===== config.mk =====
export PLATFORM = sky130hd
export DESIGN_NAME = sem_queue
export DESIGN_NICKNAME = d
export VERILOG_FILES = /design/src/sv/sem_pkg.sv /design/src/sv/sem_queue.sv
export SDC_FILE = /design/constraint.sdc
export NUM_CORES = 1
export LEC_CHECK = 0
export BUFFER_PORTS_ARGS = -buffer_cell sky130_fd_sc_hd__buf_2
export CORE_UTILIZATION = 40
export DETAILED_ROUTE_END_ITERATION = 12
export PLACE_DENSITY_LB_ADDON = 0.05
export SETUP_SLACK_MARGIN = 0.1
export SYNTH_ARGS = -nofsm -noshare
export SYNTH_HDL_FRONTEND = slang
export SYNTH_SLANG_ARGS = --single-unit

===== constraint.sdc =====
create_clock -name clk -period 11.3 [get_ports clk]
set_input_delay 1.695 -clock clk [delete_from_list [all_inputs] [get_ports clk]]
set_output_delay 1.695 -clock clk [all_outputs]
set_load 0.005 [all_outputs]

===== src/sv/sem_pkg.sv =====
// Package for the RGB Sobel edge magnitude block: request types, register
// indexes and sizing constants. No dependencies.
package sem_pkg;

  localparam int MAX_WIDTH_DEF  = 1024;
  localparam int MAX_HEIGHT_DEF = 4096;
  localparam int FW_BITS        = 11;
  localparam int FH_BITS        = 13;
  localparam int CFG_DATA_BITS  = 13;
  localparam int FW_RESET       = 640;
  localparam int FH_RESET       = 480;
  localparam int ENERGY_BITS    = 21;
  localparam int QUEUE_DEPTH    = 8;
  // Squares at or above this value always round to 255 or more
  localparam int SAT_ENERGY     = 65281;

  typedef enum logic {
    CFG_FRAME_WIDTH  = 1'b0,
    CFG_FRAME_HEIGHT = 1'b1
  } cfg_index_t;

  typedef struct packed {
    logic       operation;
    logic [7:0] pixel_red;
    logic [7:0] pixel_green;
    logic [7:0] pixel_blue;
  } in_item_t;

  typedef struct packed {
    logic [7:0] edge_red;
    logic [7:0] edge_green;
    logic [7:0] edge_blue;
    logic       frame_done;
  } out_item_t;

  // Gradient energy Gx^2+Gy^2 per channel, red first
  typedef struct packed {
    logic [2:0][ENERGY_BITS-1:0] energy;
    logic                        frame_done;
  } energy_item_t;

endpackage


===== src/sv/sem_queue.sv =====
// Short queue of gradient energy requests between front and back end.
// Depends on sem_pkg.
module sem_queue (
  input  logic                  clk,
  input  logic                  rst_n,
  input  logic                  push,
  input  sem_pkg::energy_item_t wr_item,
  input  logic                  pop,
  output sem_pkg::energy_item_t rd_item,
  output logic                  not_empty,
  output logic                  low_room
);
  import sem_pkg::*;

  localparam int PW = $clog2(QUEUE_DEPTH);

  energy_item_t   mem_r [QUEUE_DEPTH];
  logic [PW-1:0]  wr_ptr_r, rd_ptr_r;
  logic [PW:0]    count_r;

  assign not_empty = (count_r != '0);
  // Two requests may still be in flight in the front end
  assign low_room  = (count_r > (PW + 1)'(QUEUE_DEPTH - 3));
  assign rd_item   = mem_r[rd_ptr_r];

  always_ff @(posedge clk) begin
    if (!rst_n) begin
      wr_ptr_r <= '0;
      rd_ptr_r <= '0;
      count_r  <= '0;
    end else begin
      if (push) wr_ptr_r <= wr_ptr_r + PW'(1);
      if (pop)  rd_ptr_r <= rd_ptr_r + PW'(1);
      unique case ({push, pop})
        2'b10:   count_r <= count_r + (PW + 1)'(1);
        2'b01:   count_r <= count_r - (PW + 1)'(1);
        default: count_r <= count_r;
      endcase
    end
  end

  always_ff @(posedge clk) begin
    if (push) mem_r[wr_ptr_r] <= wr_item;
  end

endmodule


After elaboration in Yosys (flattened, before gate mapping):

Memory sizes are Yosys's and may differ from the RTL's. A register that Yosys moved wholly into a read port is not among the register bits.
Index checks and enable logic that the tools add are counted.

* bitwise logic cells: 0
* multipliers: 0
* shift operators: 0
* $lt $le $gt $ge: 1
* add/subtract/negate cells: 4
* multiplexer cells: 5
* div/mod/pow operators: 0
* eq/ne operators: 2
* reduce and logical (&&, ||, !) cells: 2

Operators by type and width (count)
* $pmux W4 S2: 1
* $add A3 B1 Y3 const B: 2
* $mux W3: 2
* $add A4 B1 Y4 const B: 1
* $gt A4 B3 Y1 const B: 1
* $reduce_bool A4 Y1: 1
* $sub A4 B1 Y4 const B: 1
* $eq A2 B1 Y1 const B: 1
* $eq A2 B2 Y1 const B: 1
* $mux W1: 2
* $reduce_bool A2 Y1: 1

* word-level logic and storage cells: 18
* bits in writable memories: 512
* memories kept: 1
* output and inout port bits: 66
* latch bits: 0
* flip-flop bits (word level): 10
* bits in read-only memories: 0
* bits of input ports: 68

Memory list
* mem_r: depth 8, width 64, read ports 1, clocked after memory_dff 1, wr ports 1, line sem_queue.sv:17 `energy_item_t mem_r [QUEUE_DEPTH];`

Logic depth before layout (Yosys ltp):

Gate-level depths: netlist of run 1.

* word-level depth: 3
* depth in mapped cells: 8
* gate-level depth less buffers: 8

Least setup slack after synthesis of run 1:

Ideal clock, no wire load.

* kind: input port to flip-flop
* from: input port push
* to: memory mem_r[0][0] (netlist name), enable pin
* setup slack: 4.595 ns
* stages on the path: 2
* setup time: 0.565 ns
* path buffers: 0
* data arrival time: 6.140 ns
* required time: 10.735 ns
* path through: nand2b_1 nor3_1

* longest elaborated chain between the ends: 2

RTL lines
* from (decl): line sem_queue.sv:6 `input logic push,`
* $mux W1: line sem_queue.sv:43 `if (push) mem_r[wr_ptr_r] <= wr_item;`
* $mux W1 (implied by the code): line sem_queue.sv:43
* to (decl): line sem_queue.sv:17

Every way passes these cells.

==> impl_metrics.ini, run 1 <==
[timing]
rsz0062_at_grt = false
post-route-min-period_ns = 6.01
setup_tns_ns = 0
fin_crit_sh = 0.532
tightestPinTransition_ns = 1.19
fin_skew_ns = 0.00736
slew_viol_final = 0
hold_viol_final = 0
setup_violations = 0
max_slew_margin = 0.209
fmax_mhz = 166

[yosys]
synth_cell_types = 28
netlist_instances = 809
syn_area_per_cell_sq_um = 24.5
synth_top_area_frac = 0.774
syn-cell-area_sq_um = 19900
synth.area.top_cells = edfxtp_1 77%, mux4_2 15%, mux2_2 3.6%
ys_seq_area_frac = 0.788
synth_nets = 882
synth-seq-cells = 525
synth_top_area_cell = edfxtp_1
yosysWarnings = 0

[cells_and_area]
seq_area_sq_um = 15600
area_growth_pct = 16.2
final_area_sq_um = 23100
layout.nets = 1051
fillers = 3996
layout-drive-gt1-share = 0.419
multi_input_area_sq_um = 4040

[detailed_routing]
drtIter0Drc = 575
wl_per_cell_um = 24.6
vias_per_cell = 5.16
wl_mm = 41.5
ant_nets = 0
dr.pass1.iters = 4
vias = 8710
route.detailed.drc = 0

[critical_path]
crit_type = flop to output port
critPathTopFamily = buffers and inverters
worst_r2r_path_depth = 3
critPathArrivalTime_ns = 4.32
crit_slowest_cell = buf_4
required_ns = 9.61
worst-path-buf-inv = 3
r2r-start = wr_ptr_r[2]
rrSetupSlack_ns = 8.57
crit_path_cell_trace = buf_4 -> buf_4 -> mux4_2 -> mux2_2 -> buf_2
r2r-end = mem_r[2][51]
cp-end-kind = output port
critPathMaxStageDelay_ns = 0.93
cp_max_fo = 51
path_common_cell = buf_4
start_kind = flop

[clock_tree]
cts_buffer_depth = 3
numCtsBuffers = 55
htreeDepth = 2
post_cts_resized = 0
cts_hold_buf = 0
clock_latency_ns = 0.59
clkTransAtPathRegs_ns = 0.06
postCtsSetupBuffers = 0
cts_tree = done
cts_root_buf = clkbuf_16
cts_sinks = 525

[worst_hold_path]
holdPathEnd = count_r[3]
hold_depth = 2
hp-class = flop to flop
hp-start = count_r[3]

[global_route]
grt_pass1_vias = 9614
grt_start_max_net_pins = 77
antenna_found_initial = 5
grt_overflow = 0
grt_pass1_wl_mm = 61.3
track_usage = 0.169

[pwr]
ir_drop_mv = 0.131
power_density_nw_per_um2 = 186
power_leakage_nw = 7.33

[job]
maxCapViolCount = 0

[floorplanning]
std_cell_rows = 81
die-area_sq_um = 50500
io_pins = 134
start_util = 0.406
die_y_um = 225
die_w_um = 225
core_area_sq_um = 49000

[place]
gp_congestion = 0.659
placed_area_sq_um = 21300
io_buffer_count = 133
dp_hpwl_mm = 21.4

[outcome]
status = complete, no violations
-- cell type report --
cell class / instances / share of cell area
flip-flops and latches: 525 / 0.679
multi-input cells: 247 / 0.175
clock buffers: 69 / 0.0647
well taps: 664 / 0.0360
repair buffers: 148 / 0.0337
clock inverters: 31 / 0.0116
diodes: 3 / 0.000326
inverters: 1 / 0.000163
-- Yosys cell counts (all sizes together) --
cell and instances:
a21boi 1, a21oi 1, a32o 1, and2 6
buf 26, clkbuf 10, dfxtp 13, edfxtp 512
ha 5, inv 1, mux2 64, mux2i 4
mux4 128, nand2 6, nand2b 6, nor2 7
nor2b 3, nor3 2, nor3b 1, o21ai 2
o22ai 1, or3 1, or4 1, xnor2 3
xor2 4
-- flip-flops by register name, indices dropped and copies added, names as in the netlist, named ones only --
name / flops
count_r: 4
wr_ptr_r: 3
rd_ptr_r: 3
mem_r: 512
-- layout by cell type, fill, tap and decap left out, drive strengths merged, types with 2 or more instances in the layout --
| master | n |
|---|---|
| and2 | 6 |
| buf | 148 |
| bufinv | 5 |
| clkbuf | 69 |
| clkinv | 25 |
| dfxtp | 13 |
| diode | 3 |
| edfxtp | 512 |
| ha | 5 |
| mux2 | 64 |
| mux2i | 4 |
| mux4 | 128 |
| nand2 | 6 |
| nand2b | 6 |
| nor2 | 7 |
| nor2b | 3 |
| nor3 | 2 |
| o21ai | 2 |
| xnor2 | 3 |
| xor2 | 4 |
-- layer usage --
layer	routed length, um	GRT usage	up-vias
li1	-	-	3793
met1	17700	0.222	4665
met2	20900	0.282	189
met3	2060	0.0358	59
met4	794	0.0529	4
met5	26	0	-
-- where the power goes --
| group | leakage (nW) | switching, mW | internal, mW | total, mW |
|---|---|---|---|---|
| sequential | 4.76 | 0.0308 | 2.19 | 2.22 |
| clock | 0.867 | 0.706 | 1.04 | 1.75 |
| combinational | 1.70 | 0.154 | 0.164 | 0.317 |
-- tightest hold or removal path, cell delays in order, from the launching register on --
cell and delay [ns]:
dfxtp_1 0.32, nand2_1 0.06, mux2i_1 0.05
-- through the flow --
stage / hold WS (ns) / util / worst slack (ns) / cells / total power [mW]
2_1_floorplan: 0.445 / - / 4.60 / 809 / 2.46
3_3_place_gp: 0.464 / 0.435 / 5.77 / 1585 / 2.58
3_5_place_dp: 0.491 / 0.435 / 5.69 / 1585 / 2.59
4_1_cts: 0.497 / 0.471 / 5.04 / 1685 / 4.35
5_1_grt: 0.522 / 0.471 / 4.80 / 1685 / 4.44
6_report: 0.488 / 0.471 / 5.29 / 1688 / 4.29
-- cell families (layout without fill, tap and decap cells) --
kind of cell	after synthesis	count (layout)	share of synthesized area
AO/OA/AOI/OAI	6	6	0.00195
XOR/XNOR	7	7	0.00309
adder cells (fa/ha/maj)	5	5	0.00315
buffers and inverters	37	249	0.0119
flip-flops	525	525	0.788
multiplexers	196	196	0.184
other	0	3	0
AND/OR/NAND/NOR	33	33	0.00876
-- how the worst max path moves through the flow --
stage,depth (start not counted),startpoint,endpoint
after floorplan,2,push,mem_r[0][0]
after global routing,5,flop,rd_item[1]
after detailed placement,5,flop,rd_item[1]
final,5,flop,rd_item[1]
after global placement,5,flop,rd_item[62]
after CTS,5,flop,rd_item[62]
(Power assumes the default switching activity.)
==> run 2, diff against run 1 <==
Settings changed: ABC_AREA from default to 1.
Clock period 11.3 ns to 5.1 ns, I/O delays scaled along.
==> run 2 against run 1 <==
  * Worst hold slack worse by 0.050 ns
  * Clock skew is 0.0072 ns higher
  * Sequential power is 120% higher
  * Critical path type unchanged
  * Highest routed layer unchanged
==> impl_metrics.ini, run 2 <==
[detailed_routing]
wl_mm = 47.4
dr.pass1.iters = 5
drtIter0Drc = 833
vias = 12000
ant_nets = 0
vias_per_cell = 5.08
route.detailed.drc = 0
wl_per_cell_um = 20.0

[floorplanning]
start_util = 0.407
std_cell_rows = 82
die-area_sq_um = 52100
die_w_um = 228
io_pins = 134
core_area_sq_um = 50400
die_y_um = 228

[global_route]
grt_overflow = 0
grt_start_max_net_pins = 158
groute.layer.met1.usage = 0.257
use_met3 = 0.0402
grt_util_met2 = 0.291
track_usage = 0.183
busiest_layer = met2
grt_pass1_vias = 11900
grt_pass1_wl_mm = 72.5
antenna_found_initial = 6

[yosys]
synth_xor_area_frac = 0.00128
yosysMostFrequentCell = edfxtp_1
synth_top_area_cell = edfxtp_1
synth_top_area_frac = 0.750
synth_compound_area_frac = 0.0865
synthArstFlopShare = 0
synth_top_family_by_area = simple AND/OR/NAND/NOR gates
synth-edff-count = 512
netlist_instances = 1524
synthTopCellsByCount = 512 x edfxtp_1, 270 x nor2_1, 233 x o21ai_0
synth-simple-area-share = 0.0889
synth_cell_types = 21
synth-seq-cells = 525
syn-cell-area_sq_um = 20500
syn_area_per_cell_sq_um = 13.4
synthFlopType = edfxtp_1
synth.area.top_cells = edfxtp_1 75%, o21ai_0 5.7%, nor2_1 4.9%
synth_mux_area_frac = 0.0313
ys_seq_area_frac = 0.763
yosysWarnings = 0
synthAdderAreaFrac = 0.00305
synth_nets = 1597

[worst_hold_path]
hp-start = wr_item[8]
hold_depth = 1
hp-class = input pin to flop
holdPathEnd = mem_r[0][8]

[critical_path]
r2r-start = wr_ptr_r[0]
required_ns = 4.34
r2r-end = mem_r[7][37]
cp_max_fo = 113
cp-end-kind = output port
critPathArrivalTime_ns = 2.96
crit_type = flop to output port
start_kind = flop
rrSetupSlack_ns = 2.84
worst_r2r_path_depth = 3

[clock_tree]
clkTransAtPathRegs_ns = 0.06
cts_hold_buf = 0
post_cts_resized = 0
cts_root_buf = clkbuf_16
postCtsSetupBuffers = 0
clock_latency_ns = 0.60
numCtsBuffers = 56
cts_tree = done
htreeDepth = 2
cts_sinks = 525
cts_buffer_depth = 3

[cells_and_area]
area_growth_pct = 15.0
largest_register_ff_count = 512
layout_commonest_cell = edfxtp_1
final_cell_mix = 512 x edfxtp_1, 262 x nor2_1, 233 x o21ai_0
layout.nets = 1721
top_regs = mem_r x512, count_r x4
top_register = mem_r
layout-drive-gt1-share = 0.142
diodes = 0

[timing]
holdWs_ns = 0.438
rsz0062_at_grt = false
fin_ws_ns = 1.37
hold_viol_final = 0
slew_viol_final = 0
setup_violations = 0
tightestPinTransition_ns = 1.09
post-route-min-period_ns = 3.73
max_slew_margin = 0.277
fin_crit_sh = 0.731
setup_tns_ns = 0
fmax_mhz = 268
fin_skew_ns = 0.0146

[outcome]
status = complete, no violations

[job]
maxCapViolCount = 0

[pwr]
power_leakage_nw = 8.10
power_density_nw_per_um2 = 402
ir_drop_mv = 0.239
total_power_mw = 9.48

[place]
dp_hpwl_mm = 23.8
dp_slack_ns = 1.92
io_buffer_count = 133
gp_congestion = 0.714
## run 2: cell count changes in the layout (fill, tap and decap cells not counted), moves of 6 or more
| cell | previous run | this run |
|---|---|---|
| nor2_1 | 1 | 262 |
| o21ai_0 | 2 | 233 |
| nand2_1 | 6 | 207 |
| mux4_2 | 128 | 0 |
| mux2_2 | 64 | 0 |
| o22ai_1 | 1 | 64 |
| mux2i_1 | 4 | 64 |
| o21ai_1 | 0 | 31 |
| inv_1 | 1 | 14 |
| a21oi_1 | 1 | 10 |
| buf_12 | 0 | 8 |
| and2_1 | 6 | 0 |
| clkinv_1 | 13 | 19 |
| nand2b_1 | 6 | 0 |
## run 2: worst max-delay path, cell delays in order, from the launching register on
cell and delay [ns]:
dfxtp_4 0.51, inv_6 0.74, buf_4 0.44, o21ai_0 0.14, o21ai_1 0.09, nand2_1 0.06, nand2_1 0.16, buf_2 0.13
## run 2: kinds of logic (layout without fill, tap and decap cells)
group / count (synthesis) / after routing
XOR/XNOR: 3 / 3
buffers and inverters: 106 / 276
flip-flops: 525 / 525
AND/OR/NAND/NOR: 483 / 483
adder cells (fa/ha/maj): 5 / 5
multiplexers: 64 / 64
AO/OA/AOI/OAI: 338 / 338
## run 2: worst max path at each step
stage / end / slack [ns] / depth (start not counted)
5_1_grt: rd_item[54] / 1.06 / 7
3_5_place_dp: rd_item[58] / 1.92 / 7
3_3_place_gp: rd_item[58] / 1.95 / 7
6_report: rd_item[28] / 1.37 / 7
2_1_floorplan: mem_r[0][0] / 0.77 / 3
4_1_cts: rd_item[58] / 1.25 / 7
## run 2: power by group
group / internal [mW] / switching [mW]
combinational: 0.273 / 0.537
sequential: 4.84 / 0.0437
clock: 2.19 / 1.60
total: 7.30 / 2.18
## run 2: layout make-up
| type | count | area (sq um) |
|---|---|---|
| fillers | 4516 | 26800 |
| multi-input cells | 893 | 4380 |
| well taps | 672 | 841 |
| flip-flops and latches | 525 | 15600 |
| inverters | 16 | 65.1 |
| repair buffers | 156 | 938 |
| clock inverters | 32 | 218 |
| clock buffers | 72 | 1480 |
## run 2: metal layers
| layer | up-vias | share of wire |
|---|---|---|
| met3 | 63 | 0.046 |
| met2 | 217 | 0.46 |
| li1 | 5790 | - |
| met1 | 5946 | 0.47 |
| met5 | - | 0.0017 |
| met4 | 12 | 0.015 |
## run 2: metrics by stage
stage          area (sq um)  cells   util
2_1_floorplan         20500   1524      -
3_3_place_gp          21900   2262  0.434
3_5_place_dp          21900   2262  0.434
4_1_cts               23600   2366  0.468
5_1_grt               23600   2366  0.468
6_report              23600   2366  0.468
