==> config.mk <==
export PLATFORM = sky130hd
export DESIGN_NAME = sem_back
export DESIGN_NICKNAME = d
export VERILOG_FILES = /design/src/sv/sem_pkg.sv /design/src/sv/sem_back.sv
export SDC_FILE = /design/constraint.sdc
export NUM_CORES = 1
export LEC_CHECK = 0
export BUFFER_PORTS_ARGS = -buffer_cell sky130_fd_sc_hd__buf_2
export CORE_MARGIN = 2
export CORE_UTILIZATION = 25
export DETAILED_ROUTE_END_ITERATION = 12
export GPL_TIMING_DRIVEN = 0
export PLACE_DENSITY = 0.45
export SETUP_SLACK_MARGIN = 0.3
export SYNTH_ARGS = -nofsm -noshare
export SYNTH_HDL_FRONTEND = slang
export SYNTH_SLANG_ARGS = --single-unit
export TNS_END_PERCENT = 100
==> constraint.sdc <==
create_clock -name clk -period 9.4 [get_ports clk]
set_input_delay 1.88 -clock clk [delete_from_list [all_inputs] [get_ports clk]]
set_output_delay 1.88 -clock clk [all_outputs]
set_load 0.05 [all_outputs]
==> src/sv/sem_pkg.sv <==
// Package for the RGB Sobel edge magnitude block: request types, register
// indexes and sizing constants. No dependencies.
package sem_pkg;

  localparam int MAX_WIDTH_DEF  = 1024;
  localparam int MAX_HEIGHT_DEF = 4096;
  localparam int FW_BITS        = 11;
  localparam int FH_BITS        = 13;
  localparam int CFG_DATA_BITS  = 13;
  localparam int FW_RESET       = 640;
  localparam int FH_RESET       = 480;
  localparam int ENERGY_BITS    = 21;
  localparam int QUEUE_DEPTH    = 8;
  // Squares at or above this value always round to 255 or more
  localparam int SAT_ENERGY     = 65281;

  typedef enum logic {
    CFG_FRAME_WIDTH  = 1'b0,
    CFG_FRAME_HEIGHT = 1'b1
  } cfg_index_t;

  typedef struct packed {
    logic       operation;
    logic [7:0] pixel_red;
    logic [7:0] pixel_green;
    logic [7:0] pixel_blue;
  } in_item_t;

  typedef struct packed {
    logic [7:0] edge_red;
    logic [7:0] edge_green;
    logic [7:0] edge_blue;
    logic       frame_done;
  } out_item_t;

  // Gradient energy Gx^2+Gy^2 per channel, red first
  typedef struct packed {
    logic [2:0][ENERGY_BITS-1:0] energy;
    logic                        frame_done;
  } energy_item_t;

endpackage

==> src/sv/sem_back.sv <==
// Back end: rounded integer square root of each channel's energy, one bit
// per cycle, clamped to 255, held in an output register. Depends on sem_pkg.
module sem_back (
  input  logic                  clk,
  input  logic                  rst_n,
  input  logic                  q_not_empty,
  input  sem_pkg::energy_item_t q_item,
  output logic                  q_pop,
  input  logic                  pop,
  output logic                  empty,
  output sem_pkg::out_item_t    out_item
);
  import sem_pkg::*;

  typedef enum logic [3:0] {
    ST_IDLE  = 4'b0001,
    ST_CALC  = 4'b0010,
    ST_ROUND = 4'b0100,
    ST_HOLD  = 4'b1000
  } state_t;

  state_t      state_r, state_nxt;
  logic [2:0]  bit_r;
  logic [15:0] s_r    [3];
  logic        sat_r  [3];
  logic [7:0]  root_r [3];
  logic [7:0]  trial  [3];
  logic [7:0]  edge_v [3];
  logic [16:0] lim    [3];
  logic        done_r;

  assign q_pop = (state_r == ST_IDLE) && q_not_empty;
  assign empty = (state_r != ST_HOLD);

  always_comb begin
    state_nxt = state_r;
    unique case (state_r)
      ST_IDLE:  if (q_not_empty) state_nxt = ST_CALC;
      ST_CALC:  if (bit_r == 3'd0) state_nxt = ST_ROUND;
      ST_ROUND: state_nxt = ST_HOLD;
      ST_HOLD:  if (pop) state_nxt = ST_IDLE;
      default:  state_nxt = ST_IDLE;
    endcase
  end

  // Trial bit and rounding per channel
  always_comb begin
    for (int ch = 0; ch < 3; ch++) begin
      trial[ch] = root_r[ch] | (8'd1 << bit_r);
      lim[ch]   = 17'(root_r[ch] * root_r[ch]) + 17'(root_r[ch]) + 17'd1;
      if (sat_r[ch] || (17'(s_r[ch]) >= lim[ch] && root_r[ch] == 8'd255)) begin
        edge_v[ch] = 8'd255;
      end else if (17'(s_r[ch]) >= lim[ch]) begin
        edge_v[ch] = root_r[ch] + 8'd1;
      end else begin
        edge_v[ch] = root_r[ch];
      end
    end
  end

  always_ff @(posedge clk) begin
    if (!rst_n) begin
      state_r <= ST_IDLE;
    end else begin
      state_r <= state_nxt;
    end
  end

  always_ff @(posedge clk) begin
    priority case (1'b1)
      q_pop: begin
        bit_r  <= 3'd7;
        done_r <= q_item.frame_done;
        for (int ch = 0; ch < 3; ch++) begin
          sat_r[ch]  <= q_item.energy[2 - ch] >= ENERGY_BITS'(SAT_ENERGY);
          s_r[ch]    <= q_item.energy[2 - ch][15:0];
          root_r[ch] <= '0;
        end
      end
      state_r == ST_CALC: begin
        bit_r <= bit_r - 3'd1;
        for (int ch = 0; ch < 3; ch++) begin
          if (16'(trial[ch] * trial[ch]) <= s_r[ch] && 17'(trial[ch] * trial[ch]) < 17'h10000)
            root_r[ch] <= trial[ch];
        end
      end
      state_r == ST_ROUND: begin
        out_item.edge_red   <= edge_v[0];
        out_item.edge_green <= edge_v[1];
        out_item.edge_blue  <= edge_v[2];
        out_item.frame_done <= done_r;
      end
      default: ;
    endcase
  end

endmodule

# ---- Word-level counts from Yosys, hierarchy flattened
# Memory sizes are Yosys's and may differ from the RTL's.
# Cells that the tools add are included.
dict set report op_classes {
  add_sub_neg 10
  mul 6
  n_lt_le_gt_ge 9
  n_eq_ne 11
  n_shift 1
  muxes 24
  n_bitwise 8
  n_reduce_logical 10
}
# op n
set op_table {}
lappend op_table {{8-bit by 8-bit multiplier with 16-bit output} 6}
lappend op_table {{21-bit by 16-bit >= comparator with 1-bit output (second input constant)} 3}
lappend op_table {{16-bit by 8-bit adder with 17-bit output} 3}
lappend op_table {{17-bit by 1-bit adder with 17-bit output (second input constant)} 3}
lappend op_table {{16-bit by 17-bit >= comparator with 1-bit output} 3}
lappend op_table {{16-bit <= comparator} 3}
lappend op_table {{8-bit 2-to-1 mux} 6}
lappend op_table {{8-bit by 1-bit adder with 8-bit output (second input constant)} 3}
lappend op_table {{8-bit == test (second input constant)} 3}
lappend op_table {{8-bit OR} 3}
lappend op_table {{4-bit case mux with 4 select lines} 1}
lappend op_table {{1-bit 2-to-1 mux} 14}
lappend op_table {{4-bit 2-to-1 mux} 3}
lappend op_table {{1-bit by 3-bit << shifter with 8-bit output (first input constant)} 1}
lappend op_table {{2-bit != test (second input constant)} 3}
lappend op_table {{3-bit AND reduction} 2}
lappend op_table {{4-bit by 1-bit == test with 1-bit output (second input constant)} 1}
lappend op_table {{4-bit by 2-bit == test with 1-bit output (second input constant)} 1}
lappend op_table {{4-bit by 3-bit == test with 1-bit output (second input constant)} 1}
lappend op_table {{4-bit == test (second input constant)} 1}
lappend op_table {{1-bit logical AND} 4}
lappend op_table {{4-bit != test (second input constant)} 1}
lappend op_table {{3-bit logical NOT} 1}
lappend op_table {{1-bit logical OR} 3}
lappend op_table {{3 further kinds} 6}
dict set report totals {
  regBits 33
  ramBits 75
  inputBits 68
  out_inout_bits 27
  elab_cells 89
  mem_count 3
}
# name words width rd rd_ports_with_merged_regs write_ports line
set memory_table {}
lappend memory_table {s_r 3 16 3 0 3 sem_back.sv:24} ;# logic [15:0] s_r [3];
lappend memory_table {root_r 3 8 3 0 3 sem_back.sv:26} ;# logic [7:0] root_r [3];
lappend memory_table {sat_r 3 1 3 0 3 sem_back.sv:25} ;# logic sat_r [3];

# ---- Depth between registers and ports, before layout
# Gate-level depths: netlist of run 1.
dict set report depth {
  ltp_word 9
  mapped_depth 34
  ltp_nobuf 31
}

# ---- Least setup slack after synthesis of run 1
# Ideal clock, no wire load.
dict set report synth_timing {
  path_type {register to register}
  from {register bit_r[0]}
  to {memory root_r[0][4] (data pin)}
  setup_time_ns 0.276
  arrival_ns 6.385
  required_time_ns 9.124
  slack_ns 2.739
  stages_incl_launch_ff 28
  n_path_buf 2
  synth_period_minus_slack_ns 6.661
  cell_sequence {dfxtp_1 > inv_1 > ha_1 > nor2b_1 > nor2_1 > nor2_1 > fa_1 > inv_1 > fa_1 > inv_1 > fa_1 > inv_1 > fa_1 > inv_1 > ha_1 > a21o_1 > a31o_2 > a41o_1 > o41ai_1 > xnor2_1 > ha_1 > nand4_1 > o21ai_0 > a21o_1 > and3_1 > clkbuf_1 > clkbuf_1 > nor2_1}
}
# element line
set synth_rtl {}
lappend synth_rtl {{start: declaration} sem_back.sv:23} ;# logic [2:0] bit_r;
lappend synth_rtl {{start signal: assignment} sem_back.sv:81} ;# bit_r <= bit_r - 3'd1;
lappend synth_rtl {{end: declaration} sem_back.sv:26}

==> results.json, run 1 <==
{
  "drt_drc_violations_left": 0,
  "yosysTopAreaCellShare_pct": 20.89,
  "final_core_util_pct": 28.27,
  "clk_root_buffer_cell": "sky130_fd_sc_hd__clkbuf_16",
  "starting_utilization_of_the_core_area_pct": 25.37,
  "core_area_um2": 66100,
  "synth_top_cells_by_count": "sky130_fd_sc_hd__inv_1, sky130_fd_sc_hd__ha_1, sky130_fd_sc_hd__fa_1",
  "antenna-diode-count": 0,
  "final_min_period_over_clock_period_pct": 87.94,
  "count_of_yosys_warnings_during_synthesis": 0,
  "synth.net_count": 2359,
  "first_pass_iters": 5,
  "route.final.wire_length_um": 40500,
  "final-max-slew-violation-count": 0,
  "period_needed_ns": 8.266,
  "drive_above_1_share_pct": 7.476,
  "power.density_nw_per_um2": 320.8,
  "worst_slew_pin_slew_ns": 1.057,
  "total_die_area_um2": 69160,
  "fin_setup_tns_ns": 0,
  "cts_hold_buf": 0,
  "clock_skew_ns": 0.01407,
  "clock-sinks": 108,
  "synthesis.area_um2": 16770,
  "worst_path_max_delay_cell": "sky130_fd_sc_hd__a21oi_1",
  "cp_arrival_ns": 8.38,
  "critPathMaxStageDelay_ns": 0.83,
  "yosys-top-cells-area": "sky130_fd_sc_hd__fa_1, sky130_fd_sc_hd__ha_1, sky130_fd_sc_hd__edfxtp_1",
  "number_of_synthesized_register_bits": 108,
  "synthesis.area_per_instance_um2": 9.123,
  "place.gp.congestion": 0.8040,
  "gr-total-overflow": 0,
  "yosys.cell_count.top_type": "sky130_fd_sc_hd__inv_1",
  "layout-area-overhead-vs-synth_pct": 11.46,
  "netlist-cell-type-count": 60,
  "cts_max_path_buffers": 2,
  "nets": 2469,
  "setup_viol": 0,
  "cts_resized": 0,
  "gr-max-usage-layer": "met2",
  "p_leak_nw": 9.252,
  "async_flop_share_pct": 0,
  "unrepaired_setup_endpoints_after_global_routing": "no",
  "gr_layer_usage_met2_pct": 20.91,
  "grt_first_pass_wirelength_um": 67190,
  "drt-vias-per-instance": 4.438,
  "port-buffer-count": 94,
  "dpl.hpwl_um": 34870,
  "final_design_area_no_fill_um2": 18690,
  "grt_max_degree": 20,
  "synthesis.instances": 1838,
  "cts_htree_levels": 3,
  "critical_path_start_type": "register",
  "path_clk_slew_ns": 0.08,
  "io-pin-count": 95,
  "gr-usage-all-layers_pct": 12.07,
  "cts-buffers-inserted": 9,
  "placement.cell_area_um2": 18400,
  "status": "finished clean",
  "synth_sequential_area_ratio_pct": 18.92,
  "setup.worst_path.end_class": "register",
  "path_class": "register to register",
  "worst_ir_drop_on_vdd_mv": 0.1348,
  "row_count": 94,
  "grt_util_met3_pct": 1.918,
  "critical_path.max_fanout": 10,
  "dieWidth_um": 263.0,
  "top_ff_cell_synth": "sky130_fd_sc_hd__edfxtp_1",
  "slew-limit-headroom_pct": 29.56,
  "drtIter0Drc": 443,
  "hold_class": "register to register",
  "vias_in_the_first_global_route": 13014,
  "post-place-cells": 2801,
  "max_cap_violations": 0,
  "tritoncts_clock_tree": "yes",
  "critPathRequiredTime_ns": 9.52,
  "route.vias.total": 12503,
  "grt_use_met1_pct": 15.88,
  "wl_per_cell_um": 14.38,
  "clk_latency_ns": 0.39,
  "number_of_antenna_violations_at_the_first_check_in_global_routing": 2,
  "fmax_mhz": 121.0,
  "synth_edf_count": 101,
  "cts_setup_buffers": 0,
  "number_of_standard_cells_in_the_layout_taps_in_and_fillers_out": 2817,
  "final_hold_viol_count": 0,
  "die_height_um": 263.0,
  "synth.largest_area_cell": "sky130_fd_sc_hd__fa_1",
  "ant_nets": 0
}
[cells in the final DEF, fill, tap and decap left out, types with 19 or more instances in the layout]
master / n
sky130_fd_sc_hd__xnor2_1: 67
sky130_fd_sc_hd__xor2_1: 33
sky130_fd_sc_hd__buf_2: 94
sky130_fd_sc_hd__ha_1: 278
sky130_fd_sc_hd__inv_1: 375
sky130_fd_sc_hd__nand3_1: 25
sky130_fd_sc_hd__edfxtp_1: 101
sky130_fd_sc_hd__nand2_1: 99
sky130_fd_sc_hd__nor3_1: 30
sky130_fd_sc_hd__nand2b_1: 19
sky130_fd_sc_hd__o21ai_0: 49
sky130_fd_sc_hd__fa_1: 175
sky130_fd_sc_hd__nand4_1: 19
sky130_fd_sc_hd__nor2b_1: 24
sky130_fd_sc_hd__and2_1: 48
sky130_fd_sc_hd__clkbuf_1: 34
sky130_fd_sc_hd__a21o_1: 35
sky130_fd_sc_hd__a21oi_1: 95
sky130_fd_sc_hd__nor2_1: 162
[registers in the layout, indices dropped and copies added, names as in the netlist]
signal,cells
s_r,48
out_item,25
root_r,24
state_r,4
bit_r,3
sat_r,3
done_r,1
[cell families after synthesis]
kind of cell | count (synthesis) | share of synthesized area (%)
AOI/OAI and AO/OA | 260 | 10.01
and+or+nand+nor | 491 | 14.17
buffers and inverters | 415 | 9.425
adders and majority gates | 453 | 41.64
other | 2 | 0.04479
muxes | 9 | 0.5597
xor gates and xnor gates | 100 | 5.223
DFF | 108 | 18.92
[worst max-delay path: cells and delay by family, from the launching register on]
kind | cells | cell delay [ns]
flops | 1 | 0.54
buf+inv | 7 | 1.57
simple gates | 4 | 0.67
xor+xnor | 1 | 0.14
fa+ha+maj | 6 | 2.61
compound gates | 8 | 2.46
[cell type report]
| cell class | instances | area [µm²] |
|---|---|---|
| Multi-Input combinational cell | 1315 | 12020 |
| Timing Repair Buffer | 99 | 544.3 |
| Clock buffer | 10 | 229.0 |
| Sequential cell | 108 | 3173 |
| Inverter | 377 | 1415 |
| Fill cell | 7107 | 47410 |
| Tap cell | 864 | 1081 |
| Clock inverter | 6 | 61.31 |
| Buffer | 38 | 165.2 |
[final timing paths]
kind | start | to | slack [ns] | depth (start not counted)
max | root_r[0][13] | root_r[0][3] | 1.13 | 26
min | done_r | out_item[0] | 0.43 | 0
max reg2reg | root_r[0][13] | root_r[0][3] | 1.13 | 26
min reg2reg | done_r | out_item[0] | 0.43 | 0
[metal layers]
| metal | part of all wire (%) | up-vias | wire (µm) |
|---|---|---|---|
| met4 | 1.1 | 2 | 465 |
| met2 | 48 | 177 | 19580 |
| met1 | 47 | 6039 | 19070 |
| li1 | - | 6254 | - |
| met3 | 3.4 | 31 | 1371 |
| met5 | 0.020 | - | 8 |
[power by group]
part           internal (mW)  switching [mW]  total [mW]  leakage (nW)
registers              0.569          0.0449       0.614          1.00
clock network          0.207           0.193       0.400         0.145
logic                   2.21            2.77        4.98          8.11
[metrics by stage]
| step | worst slack (ns) | hold slack (ns) | power (mW) |
|---|---|---|---|
| after floorplan | 2.739 | 0.4003 | 4.576 |
| after global placement | 1.187 | 0.4219 | 5.578 |
| after detailed placement | 1.102 | 0.4181 | 5.648 |
| after CTS | 1.084 | 0.4359 | 6.111 |
| after global routing | 0.3560 | 0.4423 | 6.880 |
| final | 1.134 | 0.4302 | 5.996 |
Note: power is estimated with default switching activity, not from simulation.
==> run 2, diff against run 1 <==
--- a/config.mk
+++ b/config.mk
@@ -7,10 +7,10 @@
 export LEC_CHECK = 0
 export BUFFER_PORTS_ARGS = -buffer_cell sky130_fd_sc_hd__buf_2
 export CORE_MARGIN = 2
-export CORE_UTILIZATION = 25
+export CORE_UTILIZATION = 64
 export DETAILED_ROUTE_END_ITERATION = 12
 export GPL_TIMING_DRIVEN = 0
-export PLACE_DENSITY = 0.45
+export PLACE_DENSITY = 0.89
 export SETUP_SLACK_MARGIN = 0.3
 export SYNTH_ARGS = -nofsm -noshare
 export SYNTH_HDL_FRONTEND = slang
==> results.json, run 2 (synthesized netlist as in run 1, its figures left out) <==
{
  "fin_setup_tns_ns": 0,
  "dpl.hpwl_um": 32130,
  "power.share.combinational_pct": 83.3,
  "status": "finished clean",
  "max_cap_violations": 0,
  "vias_in_the_first_global_route": 14382,
  "setup_viol": 0,
  "die_height_um": 165.9,
  "final_min_period_over_clock_period_pct": 86.07,
  "pwr-share-seq_pct": 10.0,
  "critical-path-top-delay-family": "adder cells",
  "path_clk_slew_ns": 0.08,
  "row_count": 59,
  "grt_first_pass_wirelength_um": 66040,
  "wl_per_cell_um": 16.96,
  "io-pin-count": 95,
  "placement.cell_area_um2": 17710,
  "worst_ir_drop_on_vdd_mv": 0.2565,
  "ant_nets": 0,
  "starting_utilization_of_the_core_area_pct": 64.71,
  "critPathBufInv": 7,
  "proportion_of_total_power_due_to_net_switching_pct": 50.65,
  "worst_slew_pin_slew_ns": 1.044,
  "largest_register_ffs": 48,
  "drtIter0Drc": 969,
  "cts-buffers-inserted": 9,
  "fmax_mhz": 123.6,
  "clock_skew_ns": 0.01193,
  "final_design_area_no_fill_um2": 18010,
  "r2r_cells": 31,
  "path_class": "register to register",
  "clk_root_buffer_cell": "sky130_fd_sc_hd__clkbuf_16",
  "antenna-diode-count": 0,
  "cts_hold_buf": 0,
  "setup.worst_path.end_class": "register",
  "pwr-share-clk_pct": 6.7,
  "dieWidth_um": 165.9,
  "critical_path_start_type": "register",
  "place.gp.congestion": 0.9377,
  "p_leak_nw": 9.245,
  "route.final.wire_length_um": 38790,
  "max_flop_register": "s_r",
  "drt_drc_violations_left": 0,
  "drt-vias-per-instance": 5.898,
  "worstSetupPathDepth": 31,
  "commonest_cells_after_routing_fill_and_taps_aside": "sky130_fd_sc_hd__inv_1, sky130_fd_sc_hd__ha_1, sky130_fd_sc_hd__fa_1",
  "nets": 2468,
  "critPathRequiredTime_ns": 9.49,
  "total_power_mw": 6.125,
  "port-buffer-count": 94,
  "cp_arrival_ns": 8.18,
  "final_common_cell": "sky130_fd_sc_hd__inv_1",
  "critPathMaxStageDelay_ns": 0.54,
  "cts_htree_levels": 3,
  "total_die_area_um2": 27510,
  "power.density_nw_per_um2": 340.1,
  "core_area_um2": 25910,
  "clk_latency_ns": 0.37,
  "gr-total-overflow": 0,
  "period_needed_ns": 8.091,
  "unrepaired_setup_endpoints_after_global_routing": "no",
  "final-max-slew-violation-count": 0,
  "drive_above_1_share_pct": 7.480,
  "cts_setup_buffers": 0,
  "cts_resized": 0,
  "gr-usage-all-layers_pct": 29.20,
  "tritoncts_clock_tree": "yes",
  "holdPathStages": 0,
  "grt_max_degree": 35,
  "first_pass_iters": 5,
  "reg.largest.list": "s_r (48), out_item (25), root_r (24)",
  "power.switching_mw": 3.102,
  "num-fill-cells": 1854,
  "intPower_mw": 3.023,
  "slew-limit-headroom_pct": 29.39,
  "worst_path_max_delay_cell": "sky130_fd_sc_hd__fa_1",
  "clock-sinks": 108,
  "final_hold_viol_count": 0,
  "critical_path.max_fanout": 10,
  "hold_class": "register to register",
  "number_of_antenna_violations_at_the_first_check_in_global_routing": 1,
  "route.vias.total": 13488,
  "layout-area-overhead-vs-synth_pct": 7.417,
  "cts_max_path_buffers": 2
}
-- run 2: changes by cell type in the layout (fill, tap and decap cells not counted) --
cell and change:
sky130_fd_sc_hd__buf_16 -1, sky130_fd_sc_hd__clkinv_1 -1, sky130_fd_sc_hd__inv_8 +1, sky130_fd_sc_hd__buf_4 -1, sky130_fd_sc_hd__buf_6 +1
-- run 2: area by class of cell --
type,count,area (µm²),area share [%]
tap,335,419.2,2.327
buffer,38,165.2,0.9170
multi-input combinational,1315,12020,66.74
inverter,377,1415,7.857
clock inverter,6,68.82,0.3821
clock buffer,10,229.0,1.271
sequential,108,3173,17.62
timing repair buffer,98,520.5,2.890
-- run 2: per-layer routing --
metal	track usage, %	routed length [µm]	share of wire [%]
met1	33.41	14210	37
met2	52.35	19850	51
met3	5.815	2914	7.5
met4	14.03	1804	4.7
met5	0	13	0.034
-- run 2: final timing paths --
check,start,to,slack (ns)
worst max-delay path,bit_r[0],root_r[0][10],1.31
worst min register to register,done_r,out_item[0],0.47
worst min-delay path,done_r,out_item[0],0.47
worst max register to register,bit_r[0],root_r[0][10],1.31
-- run 2: stage by stage --
step | setup slack (ns) | std cells | hold WS (ns) | util [%]
floorplan | 2.739 | 1838 | 0.4003 | -
global placement | 1.698 | 2267 | 0.4298 | 68.14
detailed placement | 1.582 | 2271 | 0.4627 | 68.36
CTS | 1.487 | 2287 | 0.4898 | 69.51
global route | 0.9079 | 2287 | 0.4838 | 69.51
finish | 1.309 | 2287 | 0.4747 | 69.51
-- run 2: power groups by stage --
| stage | clock, mW | combinational [mW] | sequential (mW) |
|---|---|---|---|
| after CTS | 0.410 | 5.09 | 0.610 |
| after floorplan | 0 | 3.97 | 0.602 |
| after detailed placement | 0 | 5.01 | 0.621 |
| final | 0.411 | 5.10 | 0.613 |
| after global routing | 0.428 | 5.83 | 0.615 |
| after global placement | 0 | 4.67 | 0.620 |
